**src/design/murmur3_32_byte_stream_hash_macros.svh**
```systemverilog
// Assertion macros shared by the murmur3 byte stream hash RTL.
`ifndef MURMUR3_32_BYTE_STREAM_HASH_MACROS_SVH
`define MURMUR3_32_BYTE_STREAM_HASH_MACROS_SVH

`ifndef SYNTHESIS
`define MM3_ASSERT_IMPL(lbl, clk, rst_n, ante, cons) \
    lbl: assert property (@(posedge clk) disable iff (!rst_n) (ante) |-> (cons)) \
        else $error("assertion failed");
`define MM3_ASSERT_NEXT(lbl, clk, rst_n, ante, cons) \
    lbl: assert property (@(posedge clk) disable iff (!rst_n) (ante) |=> (cons)) \
        else $error("assertion failed");
`else
`define MM3_ASSERT_IMPL(lbl, clk, rst_n, ante, cons)
`define MM3_ASSERT_NEXT(lbl, clk, rst_n, ante, cons)
`endif

`endif

```
**src/design/mm3bsh_pkg.sv**
```systemverilog
// Package: constants, datapath commands and status for the murmur3 byte stream hash.
`timescale 1ns / 1ps
package mm3bsh_pkg;

    localparam logic [31:0] C1   = 32'hcc9e2d51;
    localparam logic [31:0] C2   = 32'h1b873593;
    localparam logic [31:0] HADD = 32'he6546b64;
    localparam logic [31:0] F1   = 32'h85ebca6b;
    localparam logic [31:0] F2   = 32'hc2b2ae35;

    typedef enum logic [3:0] {
        OP_NONE,
        OP_TLOAD,
        OP_KMUL1,
        OP_KMUL2,
        OP_HMIX,
        OP_TXOR,
        OP_AV1,
        OP_AV2,
        OP_OUT
    } dp_op_t;

    typedef struct packed {
        logic   in_ready;
        dp_op_t op;
    } dp_cmd_t;

    typedef struct packed {
        logic block_full;
        logic tail_any;
        logic out_free;
    } dp_status_t;

endpackage

```
**src/design/mm3bsh_dp.sv**
```systemverilog
// Datapath: byte packing, shared multiplier, hash/length state and output register.
`timescale 1ns / 1ps
`include "murmur3_32_byte_stream_hash_macros.svh"
module mm3bsh_dp (
    input  logic                   clk,
    input  logic                   rst_n,
    input  logic                   cfg_we,
    input  logic [31:0]            cfg_wdata,
    input  logic                   in_valid,
    input  logic [7:0]             data_byte,
    input  logic                   has_byte,
    input  logic                   last_byte,
    input  mm3bsh_pkg::dp_cmd_t    cmd,
    output mm3bsh_pkg::dp_status_t status,
    output logic                   out_valid,
    input  logic                   out_ready,
    output logic [31:0]            digest
);
    import mm3bsh_pkg::*;

    logic [31:0] seed_reg, seed_next;
    logic [31:0] hash_reg, hash_next;
    logic [31:0] work_reg, work_next;
    logic [23:0] part_reg, part_next;
    logic [1:0]  cnt_reg, cnt_next;
    logic [31:0] len_reg, len_next;
    logic        in_msg_reg, in_msg_next;
    logic        out_valid_reg, out_valid_next;
    logic [31:0] out_hash_reg, out_hash_next;

    logic        accept;
    logic        out_free;
    logic [31:0] base_hash, base_len, fin_x, mix_t;
    logic [23:0] base_part;
    logic [1:0]  base_cnt;
    logic [31:0] mul_a, mul_b, mul_p;

    assign accept   = in_valid && cmd.in_ready && (has_byte || last_byte);
    assign out_free = !out_valid_reg || out_ready;

    assign status.block_full = in_msg_reg && (cnt_reg == 2'd3);
    assign status.tail_any   = (cnt_reg != 2'd0);
    assign status.out_free   = out_free;

    assign fin_x = hash_reg ^ len_reg;
    assign mix_t = {hash_reg[18:0] ^ work_reg[18:0], hash_reg[31:19] ^ work_reg[31:19]};

    always_comb
    begin
        mul_a = work_reg;
        mul_b = C1;
        case (cmd.op)
            OP_KMUL1:
            begin
                mul_a = work_reg;
                mul_b = C1;
            end
            OP_KMUL2:
            begin
                mul_a = {work_reg[16:0], work_reg[31:17]};
                mul_b = C2;
            end
            OP_AV1:
            begin
                mul_a = fin_x ^ (fin_x >> 16);
                mul_b = F1;
            end
            OP_AV2:
            begin
                mul_a = work_reg ^ (work_reg >> 13);
                mul_b = F2;
            end
            default:
            begin
                mul_a = work_reg;
                mul_b = C1;
            end
        endcase
    end

    assign mul_p = mul_a * mul_b;

    always_comb
    begin
        base_hash = in_msg_reg ? hash_reg : seed_reg;
        base_part = in_msg_reg ? part_reg : 24'd0;
        base_cnt  = in_msg_reg ? cnt_reg  : 2'd0;
        base_len  = in_msg_reg ? len_reg  : 32'd0;

        seed_next      = cfg_we ? cfg_wdata : seed_reg;
        hash_next      = hash_reg;
        work_next      = work_reg;
        part_next      = part_reg;
        cnt_next       = cnt_reg;
        len_next       = len_reg;
        in_msg_next    = in_msg_reg;
        out_hash_next  = out_hash_reg;
        out_valid_next = out_valid_reg && !out_ready;

        if (accept)
        begin
            hash_next   = base_hash;
            part_next   = base_part;
            cnt_next    = base_cnt;
            len_next    = base_len + {31'd0, has_byte};
            in_msg_next = !last_byte;
            if (has_byte)
            begin
                cnt_next = base_cnt + 2'd1;
                case (base_cnt)
                    2'd0: part_next = {base_part[23:8], data_byte};
                    2'd1: part_next = {base_part[23:16], data_byte, base_part[7:0]};
                    2'd2: part_next = {data_byte, base_part[15:0]};
                    default:
                    begin
                        work_next = {data_byte, base_part};
                        part_next = 24'd0;
                    end
                endcase
            end
        end

        case (cmd.op)
            OP_TLOAD: work_next = {8'd0, part_reg};
            OP_KMUL1, OP_KMUL2, OP_AV1, OP_AV2: work_next = mul_p;
            OP_HMIX:  hash_next = {mix_t[29:0], 2'b00} + mix_t + HADD;
            OP_TXOR:  hash_next = hash_reg ^ work_reg;
            OP_OUT:
            begin
                if (out_free)
                begin
                    out_hash_next  = work_reg ^ (work_reg >> 16);
                    out_valid_next = 1'b1;
                end
            end
            default: ;
        endcase
    end

    always_ff @(posedge clk or negedge rst_n)
    begin
        if (!rst_n)
        begin
            seed_reg      <= 32'd0;
            cnt_reg       <= 2'd0;
            len_reg       <= 32'd0;
            in_msg_reg    <= 1'b0;
            out_valid_reg <= 1'b0;
        end
        else
        begin
            seed_reg      <= seed_next;
            cnt_reg       <= cnt_next;
            len_reg       <= len_next;
            in_msg_reg    <= in_msg_next;
            out_valid_reg <= out_valid_next;
        end
    end

    always_ff @(posedge clk)
    begin
        hash_reg     <= hash_next;
        work_reg     <= work_next;
        part_reg     <= part_next;
        out_hash_reg <= out_hash_next;
    end

    assign out_valid = out_valid_reg;
    assign digest    = out_hash_reg;

    `MM3_ASSERT_IMPL(a_mix_after_full_block, clk, rst_n, cmd.op == OP_HMIX, cnt_reg == 2'd0)
    `MM3_ASSERT_NEXT(a_out_loaded, clk, rst_n, cmd.op == OP_OUT && out_free, out_valid_reg)

endmodule

```
**src/design/mm3bsh_ctrl.sv**
```systemverilog
// Controller: sequences block mix and finalization on the datapath.
`timescale 1ns / 1ps
`include "murmur3_32_byte_stream_hash_macros.svh"
module mm3bsh_ctrl (
    input  logic                   clk,
    input  logic                   rst_n,
    input  logic                   in_valid,
    input  logic                   has_byte,
    input  logic                   last_byte,
    input  mm3bsh_pkg::dp_status_t status,
    output mm3bsh_pkg::dp_cmd_t    cmd
);
    import mm3bsh_pkg::*;

    typedef enum logic [3:0] {
        S_IDLE,
        S_BK1,
        S_BK2,
        S_BMIX,
        S_FIN,
        S_TK1,
        S_TK2,
        S_TXOR,
        S_AV1,
        S_AV2,
        S_OUT
    } state_t;

    state_t  state_reg, state_next;
    logic    last_reg, last_next;
    dp_cmd_t cmd_reg, cmd_next;

    always_comb
    begin
        state_next = state_reg;
        last_next  = last_reg;
        case (state_reg)
            S_IDLE:
            begin
                if (in_valid)
                begin
                    last_next = last_byte;
                    if (has_byte && status.block_full)
                        state_next = S_BK1;
                    else if (last_byte)
                        state_next = S_FIN;
                end
            end
            S_BK1:  state_next = S_BK2;
            S_BK2:  state_next = S_BMIX;
            S_BMIX: state_next = last_reg ? S_FIN : S_IDLE;
            S_FIN:  state_next = status.tail_any ? S_TK1 : S_AV1;
            S_TK1:  state_next = S_TK2;
            S_TK2:  state_next = S_TXOR;
            S_TXOR: state_next = S_AV1;
            S_AV1:  state_next = S_AV2;
            S_AV2:  state_next = S_OUT;
            S_OUT:  state_next = status.out_free ? S_IDLE : S_OUT;
            default: state_next = S_IDLE;
        endcase

        cmd_next.in_ready = (state_next == S_IDLE);
        case (state_next)
            S_BK1, S_TK1: cmd_next.op = OP_KMUL1;
            S_BK2, S_TK2: cmd_next.op = OP_KMUL2;
            S_BMIX:       cmd_next.op = OP_HMIX;
            S_FIN:        cmd_next.op = OP_TLOAD;
            S_TXOR:       cmd_next.op = OP_TXOR;
            S_AV1:        cmd_next.op = OP_AV1;
            S_AV2:        cmd_next.op = OP_AV2;
            S_OUT:        cmd_next.op = OP_OUT;
            default:      cmd_next.op = OP_NONE;
        endcase
    end

    always_ff @(posedge clk or negedge rst_n)
    begin
        if (!rst_n)
        begin
            state_reg        <= S_IDLE;
            last_reg         <= 1'b0;
            cmd_reg.in_ready <= 1'b1;
            cmd_reg.op       <= OP_NONE;
        end
        else
        begin
            state_reg <= state_next;
            last_reg  <= last_next;
            cmd_reg   <= cmd_next;
        end
    end

    assign cmd = cmd_reg;

    `MM3_ASSERT_IMPL(a_ready_only_idle, clk, rst_n, cmd_reg.in_ready, state_reg == S_IDLE)
    `MM3_ASSERT_NEXT(a_last_stalls, clk, rst_n, in_valid && cmd_reg.in_ready && last_byte, !cmd_reg.in_ready)

endmodule

```
**src/design/murmur3_32_byte_stream_hash.sv**
```systemverilog
// Top level: MurmurHash3 x86_32 over a byte-per-word stream with a writable seed.
//
// One message byte enters per word, packed little-endian into 32-bit blocks.
// A word that does not complete a block is accepted with no stall. The word
// that completes a block holds the input through the states BK1, BK2 and BMIX
// while the single shared 32x32 multiplier runs the key mix (two multiplies)
// and the hash update. A word with last_byte set adds finalization: a tail
// load, plus the tail key mix and XOR if a 1-3 byte tail remains, plus two
// avalanche multiplies and an output load; the load waits for as long as a
// previous result still sits unaccepted in the output register. After the
// load input is taken again while the result waits in the output register.
// The seed is sampled when the first word of a message is accepted.
`timescale 1ns / 1ps
module murmur3_32_byte_stream_hash (
    input  logic        clk,
    input  logic        rst_n,
    input  logic        cfg_we,
    input  logic [31:0] cfg_wdata,
    input  logic        in_valid,
    output logic        in_ready,
    input  logic [7:0]  data_byte,
    input  logic        has_byte,
    input  logic        last_byte,
    output logic        out_valid,
    input  logic        out_ready,
    output logic [31:0] digest
);
    import mm3bsh_pkg::*;

    dp_cmd_t    cmd;
    dp_status_t status;

    mm3bsh_ctrl u_ctrl (
        .clk       (clk),
        .rst_n     (rst_n),
        .in_valid  (in_valid),
        .has_byte  (has_byte),
        .last_byte (last_byte),
        .status    (status),
        .cmd       (cmd)
    );

    mm3bsh_dp u_dp (
        .clk        (clk),
        .rst_n      (rst_n),
        .cfg_we     (cfg_we),
        .cfg_wdata  (cfg_wdata),
        .in_valid   (in_valid),
        .data_byte  (data_byte),
        .has_byte   (has_byte),
        .last_byte  (last_byte),
        .cmd        (cmd),
        .status     (status),
        .out_valid  (out_valid),
        .out_ready  (out_ready),
        .digest     (digest)
    );

    assign in_ready = cmd.in_ready;

endmodule

```
**config.mk**
```make
export PLATFORM = sky130hd
export DESIGN_NAME = murmur3_32_byte_stream_hash
export DESIGN_NICKNAME = d
export VERILOG_FILES = /design/src/design/mm3bsh_pkg.sv /design/src/design/mm3bsh_dp.sv /design/src/design/mm3bsh_ctrl.sv /design/src/design/murmur3_32_byte_stream_hash.sv
export VERILOG_INCLUDE_DIRS = /design/src /design/src/design
export SDC_FILE = /design/constraint.sdc
export NUM_CORES = 2
export LEC_CHECK = 0
export ABC_AREA = 1
export BUFFER_PORTS_ARGS = -buffer_cell sky130_fd_sc_hd__buf_2
export CORE_ASPECT_RATIO = 0.6
export CORE_UTILIZATION = 45
export DETAILED_ROUTE_END_ITERATION = 10
export GPL_ROUTABILITY_DRIVEN = 0
export PLACE_DENSITY_LB_ADDON = 0.05
export SYNTH_ARGS = -nofsm -noshare
export SYNTH_HDL_FRONTEND = slang
export SYNTH_HIERARCHICAL = 1
export SYNTH_SLANG_ARGS = --single-unit
```
**constraint.sdc**
```tcl
create_clock -name clk -period 10.9 [get_ports clk]
set_input_delay 2.18 -clock clk [delete_from_list [all_inputs] [get_ports clk]]
set_output_delay 2.18 -clock clk [all_outputs]
set_load 0.01 [all_outputs]
```
==> summary.txt <==
sequential fraction of the synthesis area - 20.5%
Final Cycle Share - 87.6%
Hold Vio Cnt, Final - 0
cell total after placement - 4,089
DP Area - 28,500 um^2
XOR/XNOR Fraction of Synth Area - 4.57%
DR iter-0 viols - 2,951
Max-slew headroom - 15.8%
CTS tree - done
post-detail-place hpwl - 91.4 mm
Fillers - 5,812
Core ar. - 59,400 um^2
Post-CTS Setup Bufs - 0
max-slew violation count - 0
routed len/inst - 26.2 um
Post-Synth Simple-Gate Area - 16.4%
Clock Skew - 0.0246 ns
area overhead of the layout relative to synthesis - 7.39%
post-synth cell types - 55
CTS resizes - 0
Critical Path Sink Type - flip-flop
Die W - 319 um
largest family of logic cells by synthesized area - adder cells
Non-Filler Instances - 4,123
final WL - 108 mm
Adder-Cell Fraction of Synth Area - 38.2%
CP Launch Type - flip-flop
cell mode on critical path - nand2_1
number of synthesized register bits - 198
Max clock buf depth - 2
clock-pin slew on the worst setup and hold paths - 0.08 ns
largest net degree at the start of global routing - 70
worst slew pin tran - 1.26 ns
Cell Rows - 69
Top FF cell, synth - edfxtp_1
number of port buffers - 80
Worst path slowest cell - fa_1
post-route ant nets - 0
DRT Pass-1 Iters - 8
CP required - 11.13 ns
final core utilization - 49.1%
Bufs and invs on worst path - 4
CP delay by family, top - adder cells
via/cell ratio - 5.57
Initial Util - 45.7%
Sink Count - 198
post-route cell area - 29,200 um^2
Max Fclk - 105 MHz
initial antenna violation count - 3
CTS root buffer - clkbuf_16
number of enable flip-flop cells after synthesis - 120
H-tree depth - 4
Die Y - 192 um
hold crit path type - flip-flop to flip-flop
minimum clock period - 9.55 ns
I/O pins - 81
Global Route Usage Sum - 36.2%
TNS Setup - 0 ns
synthesized cell area - 27,100 um^2
Compound-Gate Fraction of Synth Area - 7.07%
RSZ-0062 raised after global routing - no
MaxCap Viol Count - 0
Synth async-reset ratio - 39.4%
Post-Syn Nets - 3,897
residual DRC count - 0
TritonCTS buffer count - 17
multiplexer share of the synthesized area - 0.207%
first-pass GRT wire length - 155 mm
via count - 23,000
Worst Path Arrival - 9.77 ns
Syn Area/Cell - 8.33 um^2
outcome - finished clean
Ys Warns - 6
Setup CP Type - flip-flop to flip-flop
Critical Path Max Stage Delay - 0.80 ns
Die ar. - 61,300 um^2
cts hold-fix bufs - 0
vias in the first global route - 22,200
setup violators final - 0
cells after synthesis - 3,257
layout cell share with drive strength beyond 1 - 7.01%
grt ovf - 0
NumNets Final - 3,967
clock latency on the worst-skew pair - 0.48 ns
crit-path max FO - 35
==> cells by family after synthesis <==
| group | after synthesis |
|---|---|
| and+or+nand+nor | 1059 |
| buffers and inverters | 933 |
| adders and majority gates | 593 |
| AOI/OAI and AO/OA | 329 |
| DFF | 198 |
| xor gates and xnor gates | 140 |
| muxes | 5 |
==> path summary, 6_finish.rpt <==
check / slack, ns / startpoint / endpoint / cells after the start
hold / removal: 0.52 / u_ctrl/last_reg / u_ctrl/last_reg / 1
hold reg to reg: 0.52 / u_ctrl/last_reg / u_ctrl/last_reg / 1
max in group asynchronous: 8.11 / rst_n / u_dp/seed_reg[31] / 2
min in group asynchronous: 1.52 / rst_n / u_dp/out_valid / 1
setup reg to reg: 1.35 / u_ctrl/cmd[1] / u_dp/work_reg[30] / 33
setup / recovery: 1.35 / u_ctrl/cmd[1] / u_dp/work_reg[30] / 33
==> through the flow <==
step | hold slack (ns) | worst slack (ns)
floorplan | 0.424 | 3.20
global placement | 0.497 | 1.77
detailed placement | 0.495 | 1.65
CTS | 0.523 | 1.59
global route | 0.550 | 0.995
finish | 0.518 | 1.35
==> metal layers <==
metal  wire [um]  GRT usage (%)
met5         631           5.16
met4        1820           5.81
met3       20500           23.9
met2       36400           41.9
met1       48900           53.4
==> area by class of cell <==
| cell class | instances | area, um^2 | area share (%) |
|---|---|---|---|
| multi-input cells | 2126 | 18000 | 61.9 |
| flip-flops and latches | 198 | 5560 | 19.1 |
| inverters | 865 | 3250 | 11.1 |
| well taps | 781 | 977 | 3.35 |
| repair buffers | 119 | 696 | 2.39 |
| clock buffers | 17 | 425 | 1.46 |
| clock inverters | 15 | 201 | 0.691 |
| diodes | 2 | 5.00 | 0.0172 |
==> Yosys cell counts (7+ instances only) <==
cell	instances	area, um^2
o221ai_1	32	280
nor2_2	14	87.6
dfrtp_1	77	1930
clkinv_1	8	30.0
edfxtp_1	120	3600
a21oi_1	100	500
buf_2	8	40.0
o21bai_1	12	90.1
inv_2	14	52.6
inv_1	843	3160
o21ai_0	117	586
fa_1	392	7850
nor2_1	183	687
or2_2	13	81.3
nor3_1	13	65.1
o211ai_1	7	52.6
nand4_1	21	131
clkbuf_1	44	165
o22ai_1	26	163
o21ai_1	9	45.0
nand3_2	14	140
nand3_1	89	445
xnor2_1	59	517
nand2_1	682	2560
xor2_1	80	701
ha_1	201	2510
==> cell usage in the layout, fill, tap and decap left out, drive strengths merged, types with 2 or more instances in the layout <==
cell type  count
o22ai         26
o21ai        126
diode          2
xnor2         59
a211oi         4
a21oi        100
o21bai        12
o21a           4
a31o           2
clkinv        17
mux2           5
nor2         200
nand4         21
nor4           4
a21boi         3
ha           201
nand3        103
nor3          17
nand3b         5
edfxtp       120
nor3b          2
or2           14
buf          119
o211ai         7
a22oi          4
a21o           3
xor2          80
o221ai        32
nand2        691
a31oi          2
inv          862
dfrtp         77
clkbuf        17
fa           392
Power is left out: the tool's default activity adds up to more than one toggle a clock period on the data nets, which glitch-free logic cannot reach.
